## src/spcir_pkg.sv

```systemverilog
// Package for the sense-plate command parser and IR vote block.
// Operation and mode codes, command bytes, reset values and the result record.
// No dependencies.
package spcir_pkg;

  localparam int SAMPLE_BITS_DEF    = 10;
  localparam int TOUCH_CHANNELS_DEF = 3;

  // width of the sense state returned on a read
  localparam int SENSE_W = 3;

  typedef enum logic [2:0] {
    OP_WRITE = 3'd0,
    OP_READ  = 3'd1,
    OP_STOP  = 3'd2,
    OP_ERROR = 3'd3,
    OP_IR    = 3'd4,
    OP_TOUCH = 3'd5
  } op_t;

  typedef enum logic [1:0] {
    MODE_HOLD  = 2'd0,
    MODE_IR    = 2'd1,
    MODE_TOUCH = 2'd2
  } mode_t;

  localparam logic [7:0] CMD_RECAL_TOUCH = 8'h10;
  localparam logic [7:0] CMD_SET_THRESH  = 8'h81;
  localparam logic [7:0] CMD_SET_ROUND   = 8'h82;
  localparam logic [7:0] CMD_SET_DELAY   = 8'h83;
  localparam logic [7:0] CMD_SET_AGAIN   = 8'h8A;
  localparam logic [7:0] CMD_SET_DGAIN   = 8'h8B;
  localparam logic [7:0] CMD_SET_FILTER  = 8'h8C;
  localparam logic [7:0] CMD_MODE_IR     = 8'hF0;
  localparam logic [7:0] CMD_MODE_TOUCH  = 8'hF1;
  localparam logic [7:0] CMD_START       = 8'hFA;
  localparam logic [7:0] CMD_RESET       = 8'hFB;

  localparam logic [7:0] IR_THRESH_RST = 8'd20;
  localparam logic [7:0] IR_ROUND_RST  = 8'd10;

  typedef struct packed {
    logic [SENSE_W-1:0] read_data;
    logic               trigger_line;
    logic [1:0]         run_mode;
    logic               started;
    logic               touch_apply;
    logic               touch_recalibrate;
    logic               reset_request;
    logic [7:0]         touch_analog_gain;
    logic [7:0]         touch_digital_gain;
    logic [7:0]         touch_filter_level;
    logic [7:0]         ir_delay_ms;
  } res_t;

endpackage

```

## src/sense_plate_command_and_ir_vote.sv

```systemverilog
// Sense-plate command parser with IR round vote and touch flags.
// Depends on spcir_pkg.
//
// Usage: one input channel (in_valid/in_stall) carries bus events (write byte,
// read, stop, error) and sensor events (IR off/on sample pair, touch bits).
// Every accepted input transfer yields exactly one result transfer on the
// out_ channel carrying read data, trigger line level, run mode, started
// flag, the three command pulses and the stored gain, filter and delay settings.
// A result is registered in the output register, or in the skid entry while the receiver stalls.
// Throughput is one item per cycle while in_stall is low; all the work of an item
// is a single pass of register updates, so consecutive items may arrive every cycle.
// The result side has an output register plus one skid entry. When the
// receiver stalls, one more input is taken into the skid entry; after that
// in_stall rises until the output register drains. No result is dropped.
// Reset (rst_n low, synchronous) returns all parser, setting and vote state
// to its reset values and empties the output side. The software reset
// command does the same to the block state and reports it with a pulse.
module sense_plate_command_and_ir_vote
  import spcir_pkg::*;
#(
  parameter int SAMPLE_BITS    = SAMPLE_BITS_DEF,
  parameter int TOUCH_CHANNELS = TOUCH_CHANNELS_DEF
) (
  input  logic                      clk,
  input  logic                      rst_n,

  input  logic                      in_valid,
  output logic                      in_stall,
  input  logic [2:0]                in_operation,
  input  logic [7:0]                in_bus_byte,
  input  logic [SAMPLE_BITS-1:0]    in_ir_off_sample,
  input  logic [SAMPLE_BITS-1:0]    in_ir_on_sample,
  input  logic [TOUCH_CHANNELS-1:0] in_touch_bits,

  output logic                      out_valid,
  input  logic                      out_stall,
  output logic [SENSE_W-1:0]        out_read_data,
  output logic                      out_trigger_line,
  output logic [1:0]                out_run_mode,
  output logic                      out_started,
  output logic                      out_touch_apply,
  output logic                      out_touch_recalibrate,
  output logic                      out_reset_request,
  output logic [7:0]                out_touch_analog_gain,
  output logic [7:0]                out_touch_digital_gain,
  output logic [7:0]                out_touch_filter_level,
  output logic [7:0]                out_ir_delay_ms
);

  localparam int TW = (TOUCH_CHANNELS > SENSE_W) ? TOUCH_CHANNELS : SENSE_W;

  // block state
  logic               awaiting_r, awaiting_nxt;
  logic [7:0]         held_cmd_r, held_cmd_nxt;
  logic [7:0]         thresh_r, thresh_nxt;
  logic [7:0]         round_r, round_nxt;
  logic [7:0]         pause_r, pause_nxt;
  logic [7:0]         again_r, again_nxt;
  logic [7:0]         dgain_r, dgain_nxt;
  logic [7:0]         filter_r, filter_nxt;
  mode_t              mode_r, mode_nxt;
  logic               running_r, running_nxt;
  logic [7:0]         hits_r, hits_nxt;
  logic [7:0]         taken_r, taken_nxt;
  logic               ir_flag_r, ir_flag_nxt;
  logic [SENSE_W-1:0] touch_r, touch_nxt;
  logic [SENSE_W-1:0] sense_r, sense_nxt;
  logic               pending_r, pending_nxt;
  logic               line_r, line_nxt;

  // output side
  logic               out_valid_r;
  logic               skid_valid_r;
  res_t               out_r, skid_r, res;

  logic               accept;
  op_t                op;
  logic [TW-1:0]      touch_ext;
  logic [SAMPLE_BITS-1:0] diff;
  logic               hit;
  logic [7:0]         hits_inc, taken_inc;
  logic [SENSE_W-1:0] sense_val;
  logic               sense_upd;
  logic               rd_en, apply, recal, soft_rst;

  assign in_stall = skid_valid_r;
  assign accept   = in_valid && !in_stall;
  assign op       = op_t'(in_operation);

  assign touch_ext = TW'(in_touch_bits);
  assign diff      = (in_ir_on_sample >= in_ir_off_sample) ?
                     (in_ir_on_sample - in_ir_off_sample) :
                     (in_ir_off_sample - in_ir_on_sample);
  assign hit       = diff >= SAMPLE_BITS'(thresh_r);
  assign hits_inc  = hits_r + 8'(hit);
  assign taken_inc = taken_r + 8'd1;

  always_comb begin
    awaiting_nxt = awaiting_r;
    held_cmd_nxt = held_cmd_r;
    thresh_nxt   = thresh_r;
    round_nxt    = round_r;
    pause_nxt    = pause_r;
    again_nxt    = again_r;
    dgain_nxt    = dgain_r;
    filter_nxt   = filter_r;
    mode_nxt     = mode_r;
    running_nxt  = running_r;
    hits_nxt     = hits_r;
    taken_nxt    = taken_r;
    ir_flag_nxt  = ir_flag_r;
    touch_nxt    = touch_r;
    pending_nxt  = pending_r;
    line_nxt     = line_r;
    rd_en        = 1'b0;
    apply        = 1'b0;
    recal        = 1'b0;
    soft_rst     = 1'b0;
    sense_upd    = 1'b0;

    unique case (op)
      OP_WRITE: begin
        if (!awaiting_r) begin
          held_cmd_nxt = in_bus_byte;
          case (in_bus_byte) inside
            CMD_MODE_IR: begin
              mode_nxt  = MODE_IR;
              hits_nxt  = '0;
              taken_nxt = '0;
            end
            CMD_MODE_TOUCH: begin
              mode_nxt = MODE_TOUCH;
              apply    = 1'b1;
            end
            CMD_RECAL_TOUCH: recal = 1'b1;
            CMD_START:       running_nxt = 1'b1;
            CMD_RESET:       soft_rst = 1'b1;
            CMD_SET_THRESH, CMD_SET_ROUND, CMD_SET_DELAY,
            CMD_SET_AGAIN, CMD_SET_DGAIN, CMD_SET_FILTER: awaiting_nxt = 1'b1;
            default: ;
          endcase
        end else begin
          unique case (held_cmd_r)
            CMD_SET_THRESH: thresh_nxt = in_bus_byte;
            CMD_SET_ROUND:  round_nxt  = in_bus_byte;
            CMD_SET_DELAY:  pause_nxt  = in_bus_byte;
            CMD_SET_AGAIN:  again_nxt  = in_bus_byte;
            CMD_SET_DGAIN:  dgain_nxt  = in_bus_byte;
            CMD_SET_FILTER: filter_nxt = in_bus_byte;
            default: ;
          endcase
          awaiting_nxt = 1'b0;
        end
      end
      OP_READ: begin
        rd_en       = 1'b1;
        pending_nxt = 1'b0;
        line_nxt    = 1'b0;
      end
      OP_STOP:  awaiting_nxt = 1'b0;
      OP_ERROR: begin
        awaiting_nxt = 1'b0;
        line_nxt     = 1'b0;
      end
      OP_IR: begin
        if (running_r && mode_r == MODE_IR && !pending_r) begin
          sense_upd = 1'b1;
          if (round_r == 8'd0) begin
            hits_nxt    = '0;
            taken_nxt   = '0;
            ir_flag_nxt = 1'b0;
          end else if (taken_inc >= round_r) begin
            // round over: pass when at least half the samples hit
            ir_flag_nxt = {hits_inc, 1'b0} >= {1'b0, round_r};
            hits_nxt    = '0;
            taken_nxt   = '0;
          end else begin
            hits_nxt  = hits_inc;
            taken_nxt = taken_inc;
          end
        end
      end
      OP_TOUCH: begin
        if (running_r && mode_r == MODE_TOUCH && !pending_r) begin
          sense_upd = 1'b1;
          touch_nxt = touch_ext[SENSE_W-1:0];
        end
      end
      default: ;
    endcase

    sense_val = touch_nxt | SENSE_W'(ir_flag_nxt);
    sense_nxt = sense_r;
    if (sense_upd && sense_val != sense_r) begin
      sense_nxt   = sense_val;
      line_nxt    = 1'b1;
      pending_nxt = 1'b1;
    end

    if (soft_rst) begin
      awaiting_nxt = 1'b0;
      held_cmd_nxt = '0;
      thresh_nxt   = IR_THRESH_RST;
      round_nxt    = IR_ROUND_RST;
      pause_nxt    = '0;
      again_nxt    = '0;
      dgain_nxt    = '0;
      filter_nxt   = '0;
      mode_nxt     = MODE_HOLD;
      running_nxt  = 1'b0;
      hits_nxt     = '0;
      taken_nxt    = '0;
      ir_flag_nxt  = 1'b0;
      touch_nxt    = '0;
      sense_nxt    = '0;
      pending_nxt  = 1'b0;
      line_nxt     = 1'b0;
    end

    res.read_data          = rd_en ? sense_r : '0;
    res.trigger_line       = line_nxt;
    res.run_mode           = mode_nxt;
    res.started            = running_nxt;
    res.touch_apply        = apply;
    res.touch_recalibrate  = recal;
    res.reset_request      = soft_rst;
    res.touch_analog_gain  = again_nxt;
    res.touch_digital_gain = dgain_nxt;
    res.touch_filter_level = filter_nxt;
    res.ir_delay_ms        = pause_nxt;
  end

  always_ff @(posedge clk) begin
    if (!rst_n) begin
      awaiting_r <= 1'b0;
      held_cmd_r <= '0;
      thresh_r   <= IR_THRESH_RST;
      round_r    <= IR_ROUND_RST;
      pause_r    <= '0;
      again_r    <= '0;
      dgain_r    <= '0;
      filter_r   <= '0;
      mode_r     <= MODE_HOLD;
      running_r  <= 1'b0;
      hits_r     <= '0;
      taken_r    <= '0;
      ir_flag_r  <= 1'b0;
      touch_r    <= '0;
      sense_r    <= '0;
      pending_r  <= 1'b0;
      line_r     <= 1'b0;
    end else if (accept) begin
      awaiting_r <= awaiting_nxt;
      held_cmd_r <= held_cmd_nxt;
      thresh_r   <= thresh_nxt;
      round_r    <= round_nxt;
      pause_r    <= pause_nxt;
      again_r    <= again_nxt;
      dgain_r    <= dgain_nxt;
      filter_r   <= filter_nxt;
      mode_r     <= mode_nxt;
      running_r  <= running_nxt;
      hits_r     <= hits_nxt;
      taken_r    <= taken_nxt;
      ir_flag_r  <= ir_flag_nxt;
      touch_r    <= touch_nxt;
      sense_r    <= sense_nxt;
      pending_r  <= pending_nxt;
      line_r     <= line_nxt;
    end
  end

  // output register with one skid entry
  always_ff @(posedge clk) begin
    if (!rst_n) begin
      out_valid_r  <= 1'b0;
      skid_valid_r <= 1'b0;
    end else if (out_valid_r && out_stall) begin
      if (accept) begin
        skid_valid_r <= 1'b1;
      end
    end else if (skid_valid_r) begin
      out_valid_r  <= 1'b1;
      skid_valid_r <= 1'b0;
    end else begin
      out_valid_r <= accept;
    end
  end

  always_ff @(posedge clk) begin
    if (out_valid_r && out_stall) begin
      if (accept) begin
        skid_r <= res;
      end
    end else if (skid_valid_r) begin
      out_r <= skid_r;
    end else if (accept) begin
      out_r <= res;
    end
  end

  assign out_valid              = out_valid_r;
  assign out_read_data          = out_r.read_data;
  assign out_trigger_line       = out_r.trigger_line;
  assign out_run_mode           = out_r.run_mode;
  assign out_started            = out_r.started;
  assign out_touch_apply        = out_r.touch_apply;
  assign out_touch_recalibrate  = out_r.touch_recalibrate;
  assign out_reset_request      = out_r.reset_request;
  assign out_touch_analog_gain  = out_r.touch_analog_gain;
  assign out_touch_digital_gain = out_r.touch_digital_gain;
  assign out_touch_filter_level = out_r.touch_filter_level;
  assign out_ir_delay_ms        = out_r.ir_delay_ms;

  a_skid_needs_out: assert property (@(posedge clk) disable iff (!rst_n)
    skid_valid_r |-> out_valid_r)
    else $error("skid entry held while output register empty");

  a_reset_result: assert property (@(posedge clk) disable iff (!rst_n)
    out_valid_r && out_r.reset_request |->
      !out_r.trigger_line && !out_r.started && out_r.run_mode == MODE_HOLD)
    else $error("software reset result does not show reset state");

  a_read_clears: assert property (@(posedge clk) disable iff (!rst_n)
    accept && op == OP_READ |=> !pending_r && !line_r)
    else $error("bus read did not clear pending change");

  a_apply_mode: assert property (@(posedge clk) disable iff (!rst_n)
    out_valid_r && out_r.touch_apply |-> out_r.run_mode == MODE_TOUCH)
    else $error("touch apply pulse outside touch mode");

endmodule

```

## config.mk

```make
export PLATFORM = sky130hd
export DESIGN_NAME = sense_plate_command_and_ir_vote
export DESIGN_NICKNAME = d
export VERILOG_FILES = /design/src/spcir_pkg.sv /design/src/sense_plate_command_and_ir_vote.sv
export SDC_FILE = /design/constraint.sdc
export NUM_CORES = 1
export LEC_CHECK = 0
export BUFFER_PORTS_ARGS = -buffer_cell sky130_fd_sc_hd__buf_2
export CAP_MARGIN = 20
export CORE_MARGIN = 3
export CORE_UTILIZATION = 60
export CTS_CLUSTER_SIZE = 12
export DETAILED_ROUTE_END_ITERATION = 12
export PLACE_DENSITY = 0.88
export SYNTH_ARGS = -nofsm -noshare
export SYNTH_HDL_FRONTEND = slang
export SYNTH_SLANG_ARGS = --single-unit
```

## constraint.sdc

```tcl
create_clock -name clk -period 10.15 [get_ports clk]
set_clock_uncertainty 0.2 [all_clocks]
set_input_delay 1.5225 -clock clk [delete_from_list [all_inputs] [get_ports clk]]
set_output_delay 1.5225 -clock clk [all_outputs]
set_load 0.1 [all_outputs]
```

Yosys cells after proc, flatten, opt, wreduce, memory -nomap -nowiden

Cells that the tools add are included.

Flip-flop bits (word level): 171
Input port bits: 38
Word-level logic and storage cells: 214

Bitwise gates (word level): 2
Order comparisons: 4
Eq/ne operators: 29
Add/subtract/negate cells: 4
Mux-type cells: 101
Reductions and logical operators: 33

Operators with widths:

| cell                                                            | number |
|---|---|
| 8-bit two-way mux                                               | 37 |
| 8-bit == test, second input constant                            | 16 |
| 42-bit two-way mux                                              | 2 |
| 1-bit two-way mux                                               | 46 |
| 8-bit one-hot mux with 2 select lines                           | 2 |
| 10-bit subtractor                                               | 2 |
| 3-bit two-way mux                                               | 6 |
| 2-bit AND reduction                                             | 6 |
| 2-bit nonzero test                                              | 6 |
| 10-bit >= comparator                                            | 1 |
| 10-bit by 8-bit >= comparator with 1-bit output                 | 1 |
| 10-bit two-way mux                                              | 1 |
| 2-bit two-way mux                                               | 5 |
| 9-bit by 8-bit >= comparator with 1-bit output                  | 1 |
| 3-bit inequality test, second input constant                    | 3 |
| 3-bit nonzero test                                              | 3 |
| 8-bit by 1-bit adder with 8-bit output                          | 1 |
| 8-bit by 1-bit adder with 8-bit output, second input constant   | 1 |
| 8-bit by 5-bit == test with 1-bit output, second input constant | 1 |
| 8-bit >= comparator                                             | 1 |
| 8-bit logical NOT                                               | 1 |
| 4-bit AND reduction                                             | 2 |
| 1-bit logical AND                                               | 7 |
| 3-bit by 2-bit == test with 1-bit output, second input constant | 2 |
| 15 further kinds                                                | 19 |

Logic depth before layout (Yosys ltp)

Depth in word-level cells: 16
Gate-level depth with buffers: 28

Worst setup path before layout

No wires, ideal clock.

Kind: input to register
Start point: input in_ir_off_sample[7]
End point: register out_r (netlist bit out_trigger_line) (data pin)
Required time: 9.683 ns
Data arrival time: 7.081 ns
Path buffers: 0
Setup time: 0.267 ns
Slack: 2.602 ns
Cell stages on the path: 26
Path through: inv_1 > ha_1 > a2111oi_4 > o21ai_1 > o31ai_4 > mux2_2 > ha_1 > a21o_1 > a21o_1 > a21o_1 > a21o_1 > a21oi_1 > o21bai_1 > a2111o_1 > ha_1 > ha_1 > xor2_1 > ha_1 > o21ai_0 > a21oi_1 > o31ai_1 > a311oi_1 > and3_1 > or4b_4 > a32oi_1 > o31ai_1

Longest elaborated chain between the ends: 16
Elaborated cells between the ends (all ways): 18
Classes of those cells: add/sub (3); order compare (3); eq/ne (1); mux (9); bitwise (1); reduce/logical (1)

RTL lines:

| item                                                | RTL line                               | RTL |
|---|---|---|
| start, declared                                     | sense_plate_command_and_ir_vote.sv:31  | `input logic [SAMPLE_BITS-1:0] in_ir_off_sample,` |
| 10-bit subtractor (tied with other cells)           | sense_plate_command_and_ir_vote.sv:93  | `(in_ir_off_sample - in_ir_on_sample);` |
| 10-bit two-way mux (*)                              | sense_plate_command_and_ir_vote.sv:91  | `assign diff = (in_ir_on_sample >= in_ir_off_sample) ?` |
| 10-bit by 8-bit >= comparator with 1-bit output (*) | sense_plate_command_and_ir_vote.sv:94  | `assign hit = diff >= SAMPLE_BITS'(thresh_r);` |
| 8-bit by 1-bit adder with 8-bit output (*)          | sense_plate_command_and_ir_vote.sv:95  | `assign hits_inc = hits_r + 8'(hit);` |
| 9-bit by 8-bit >= comparator with 1-bit output (*)  | sense_plate_command_and_ir_vote.sv:174 | `ir_flag_nxt = {hits_inc, 1'b0} >= {1'b0, round_r};` |
| 1-bit two-way mux (*)                               | sense_plate_command_and_ir_vote.sv:172 | `end else if (taken_inc >= round_r) begin` |
| 1-bit two-way mux (*)                               | sense_plate_command_and_ir_vote.sv:168 | `if (round_r == 8'd0) begin` |
| 1-bit two-way mux (*)                               | sense_plate_command_and_ir_vote.sv:166 | `if (running_r && mode_r == MODE_IR && !pending_r) begin` |
| 1-bit two-way mux (*)                               | sense_plate_command_and_ir_vote.sv:121 | `unique case (op)` |
| 3-bit by 1-bit OR with 3-bit output (*)             | sense_plate_command_and_ir_vote.sv:192 | `sense_val = touch_nxt \| SENSE_W'(ir_flag_nxt);` |
| 3-bit inequality test (*)                           | sense_plate_command_and_ir_vote.sv:194 | `if (sense_upd && sense_val != sense_r) begin` |
| 1-bit logical AND (*)                               | sense_plate_command_and_ir_vote.sv:194 |  |
| 1-bit two-way mux (*)                               | sense_plate_command_and_ir_vote.sv:194 |  |
| 1-bit two-way mux (*)                               | sense_plate_command_and_ir_vote.sv:200 | `if (soft_rst) begin` |
| 42-bit two-way mux (*)                              | sense_plate_command_and_ir_vote.sv:297 | `end else if (accept) begin` |
| 42-bit two-way mux (*)                              | sense_plate_command_and_ir_vote.sv:295 | `end else if (skid_valid_r) begin` |
| end signal, assigned                                | sense_plate_command_and_ir_vote.sv:296 | `out_r <= skid_r;` |
| end signal, assigned                                | sense_plate_command_and_ir_vote.sv:298 | `out_r <= res;` |
| end, declared                                       | sense_plate_command_and_ir_vote.sv:74  | `res_t out_r, skid_r, res;` |

Mark *: on every way between the ends. The rest lies on a longest branch, timed or not. The select of a mux whose other input is x is not followed.
A chain may end at the register's enable or synchronous reset.

Worst setup path in the final report

Ends and elaborated chain as after synthesis.

==> qor.txt <==
STA
-------------------------------------------------------------------------------------
Final critical-path setup slack ........................................      2.28 ns
Total negative setup slack .............................................         0 ns
Final number of hold-violating endpoints ...............................            0
Slew at the pin closest to its max-slew limit ..........................      1.02 ns
Share of the clock period used by the worst path after layout ..........        0.775
FMAX ...................................................................      127 MHz
Count of final max-slew check failures .................................            0
Unrepaired setup endpoints after global routing ........................           no
Time the final worst path needs with I/O delays and setup ..............      7.87 ns
Total setup violations reported at the end of the flow .................            0
Max-slew headroom ......................................................        0.317
Hold slack final .......................................................     0.258 ns

CRITICAL PATH
-------------------------------------------------------------------------------------
Category of the critical setup timing path .............................    in -> reg
Buffering stage count on the worst path with inverters included ........            2
Cell mode on critical path ............................................. sky130_fd_sc_hd__ha_1
Logic depth of the worst path, buffers included ........................           27
Critical-path maximum fanout ...........................................            9
Worst path top cell family by delay .................................... compound AO/OA/AOI/OAI gates
Count of cells along the worst register-to-register path ...............           21
Worst stage delay on the critical path .................................      0.55 ns
Cell with the largest stage delay on the worst path .................... sky130_fd_sc_hd__or4b_4
Endpoint type of the worst setup path ..................................    flip-flop
Worst path required time ...............................................     10.10 ns
Critical Path Source Type .............................................. primary input
Crit path DAT ..........................................................      7.82 ns

SYNTH
-------------------------------------------------------------------------------------
Count of different cell masters after synthesis ........................           71
Most frequent cell after synthesis ..................................... sky130_fd_sc_hd__nand2_1
Most frequently used flop master after synthesis ....................... sky130_fd_sc_hd__dfxtp_1
Simple-gate share of the synthesized area ..............................        0.176
Leading cell types by count after synthesis ............................ sky130_fd_sc_hd__nand2_1, sky130_fd_sc_hd__dfxtp_1, sky130_fd_sc_hd__edfxtp_1, sky130_fd_sc_hd__nor2_1, sky130_fd_sc_hd__inv_1
Combinational family with the most area after synthesis ................ simple AND/OR/NAND/NOR gates
Syn Nets ...............................................................         1029
Fraction of synthesized cell area in xor and xnor cells ................       0.0222
Yosys reg bits .........................................................          171
Post-synthesis average cell area .......................................     9.63 um2
Post-synth top area cell ............................................... sky130_fd_sc_hd__edfxtp_1
Synth Instances ........................................................          944
Sequential cell area fraction in the yosys report ......................        0.469
Synthesized-area fraction occupied by adder cells ......................       0.0663
Cell types occupying the most area after synthesis ..................... sky130_fd_sc_hd__edfxtp_1, sky130_fd_sc_hd__dfxtp_1, sky130_fd_sc_hd__nand2_1, sky130_fd_sc_hd__ha_1, sky130_fd_sc_hd__mux2i_1
Share of flip-flops with an asynchronous set or reset after synthesis ..            0
Mux cell area share after synthesis ....................................       0.0544
YS warnings ............................................................            0
Post-Syn Area ..........................................................     9090 um2
EDFF count, synth ......................................................           84
Synth top area share ...................................................        0.277
Fraction of the mapped netlist area in compound gates ..................        0.167

GLOBAL ROUTING
-------------------------------------------------------------------------------------
Number of global-route vias before repair ..............................         6604
Total congestion overflow after global routing .........................            0
Antenna violations before repair .......................................            0
Pin count of the biggest net entering global routing ...................           89
GRT Util Overall .......................................................        0.244
Global-route wire length before repair .................................      32.4 mm

PLACEMENT
-------------------------------------------------------------------------------------
Total of buffers placed on input and output ports ......................           81
Placed wire-length estimate after detailed placement ...................      12.9 mm
RD Place Congestion ....................................................        0.937
Placed inst area .......................................................     9590 um2
Dpl ws .................................................................      1.93 ns
Post-Place Cells .......................................................         1161

FLOORPLAN
-------------------------------------------------------------------------------------
Initial cell density of the core .......................................        0.618
Number of placement rows ...............................................           44
Total Die Area .........................................................    16700 um2
Vertical die dimension .................................................       129 um
Placeable core area ....................................................    14700 um2
Die outline width ......................................................       129 um
Top Ports ..............................................................           82

CELLS AND AREA
-------------------------------------------------------------------------------------
Proportion of layout cells with a drive suffix above 1 .................        0.148
Final instance area ....................................................    10200 um2
Number of diodes added for antenna fixing ..............................            0
Final non-filler cell total ............................................         1193
Number of nets in the layout ...........................................         1081
Area grow syn2layout ...................................................        11.9%
Final core utilization .................................................        0.692

CLOCK NETWORK
-------------------------------------------------------------------------------------
Clock-pin slew of the registers on the worst-case setup and hold paths .      0.06 ns
Cell at the root of the clock tree ..................................... sky130_fd_sc_hd__clkbuf_16
H-tree depth reported by CTS ...........................................            4
Clock tree buffer depth ................................................            2
Number of CTS-inserted buffers .........................................           17
Clock latency reported for the late side of the worst-skew pair ........      0.43 ns
Clock sink count .......................................................          171
Number of setup buffers added after CTS ................................            0
Quantity of gates resized following cts ................................            0
Quantity of hold-fixing buffers added after cts ........................            0
CTS tree ...............................................................          yes

PWR
-------------------------------------------------------------------------------------
Worst vdd rail ir drop .................................................     0.128 mV
Total Power ............................................................      1.61 mW
Power density over the cells ...........................................   158 nW/um2
Static leakage power ...................................................      3.98 nW

JOB
-------------------------------------------------------------------------------------
Max cap viols ..........................................................            0

ROUTING
-------------------------------------------------------------------------------------
Drt first pass iters ...................................................            5
Vias per Instance ......................................................         5.93
Count of unresolved DRC violations after routing .......................            0
Wire length per cell after detailed routing ............................      16.5 um
Routed Antenna Nets ....................................................            0
Number of vias after detailed routing ..................................         7072
Routed Wire Length .....................................................      19.7 mm
1st-iter DRT viols .....................................................          528

RUN STATUS
-------------------------------------------------------------------------------------
Outcome ................................................................    completed

HOLD PATH
-------------------------------------------------------------------------------------
HP Class ...............................................................   reg -> reg
Cell depth of the worst min-delay path .................................            2

[worst reg2reg max path, delay by kind of cell (launching register included)]
family          cells  cell delay [ns]
fa+ha+maj           4             0.99
xor+xnor            1             0.18
flops               1             0.33
compound gates     13             2.22
simple gates        3             0.97
[path summary, 6_finish.rpt]
kind                             from                to  slack, ns
hold reg to reg            dgain_r[7]        dgain_r[7]       0.26
hold / removal             dgain_r[7]        dgain_r[7]       0.26
setup reg to reg          thresh_r[0]  out_trigger_line       4.96
setup / recovery  in_ir_off_sample[7]  out_trigger_line       2.28
[cell usage in the layout, fill, tap and decap left out, types with 24 or more instances in the layout]
master                       n
sky130_fd_sc_hd__nand2_1   158
sky130_fd_sc_hd__dfxtp_1    86
sky130_fd_sc_hd__edfxtp_1   84
sky130_fd_sc_hd__buf_2      81
sky130_fd_sc_hd__nor2_1     62
sky130_fd_sc_hd__inv_1      47
sky130_fd_sc_hd__ha_1       45
sky130_fd_sc_hd__a21boi_0   41
sky130_fd_sc_hd__mux2i_1    39
sky130_fd_sc_hd__o31ai_1    37
sky130_fd_sc_hd__and2_1     26
sky130_fd_sc_hd__a21oi_1    24
[state kept, by name (all words and copies together) (netlist names), 8 cells and up]
register / cells
filter_r: 8
pause_r: 8
again_r: 8
hits_r: 8
dgain_r: 8
thresh_r: 8
out_touch_analog_gain: 8
skid_r: 42
out_touch_digital_gain: 8
out_ir_delay_ms: 8
taken_r: 8
round_r: 8
held_cmd_r: 8
out_touch_filter_level: 8
[kinds of logic (layout without fill, tap and decap cells)]
family	after synthesis	after routing
and+or+nand+nor	342	342
AOI/OAI and AO/OA	208	208
DFF	171	171
buffers and inverters	105	170
muxes	48	48
adders and majority gates	47	47
xor gates and xnor gates	23	23
[per-layer routing]
metal	track usage	share of wire	wire length, um
met1	0.332	0.45	8810
met2	0.397	0.48	9430
met3	0.0449	0.056	1100
met4	0.0834	0.017	331
met5	0	0	0
[report_power, final]
part / total (mW) / internal [mW] / switching [mW]
Sequential: 0.742 / 0.738 / 0.00423
Combinational: 0.216 / 0.0584 / 0.158
Clock: 0.647 / 0.387 / 0.261
[layout make-up]
cell class	count	area [um2]
fillers	1065	4520
multi-input cells	668	4440
flip-flops and latches	171	4270
repair buffers	90	473
clock buffers	21	440
well taps	184	230
inverters	48	180
clock inverters	11	144
No activity file was read; power rests on OpenSTA's default activity.
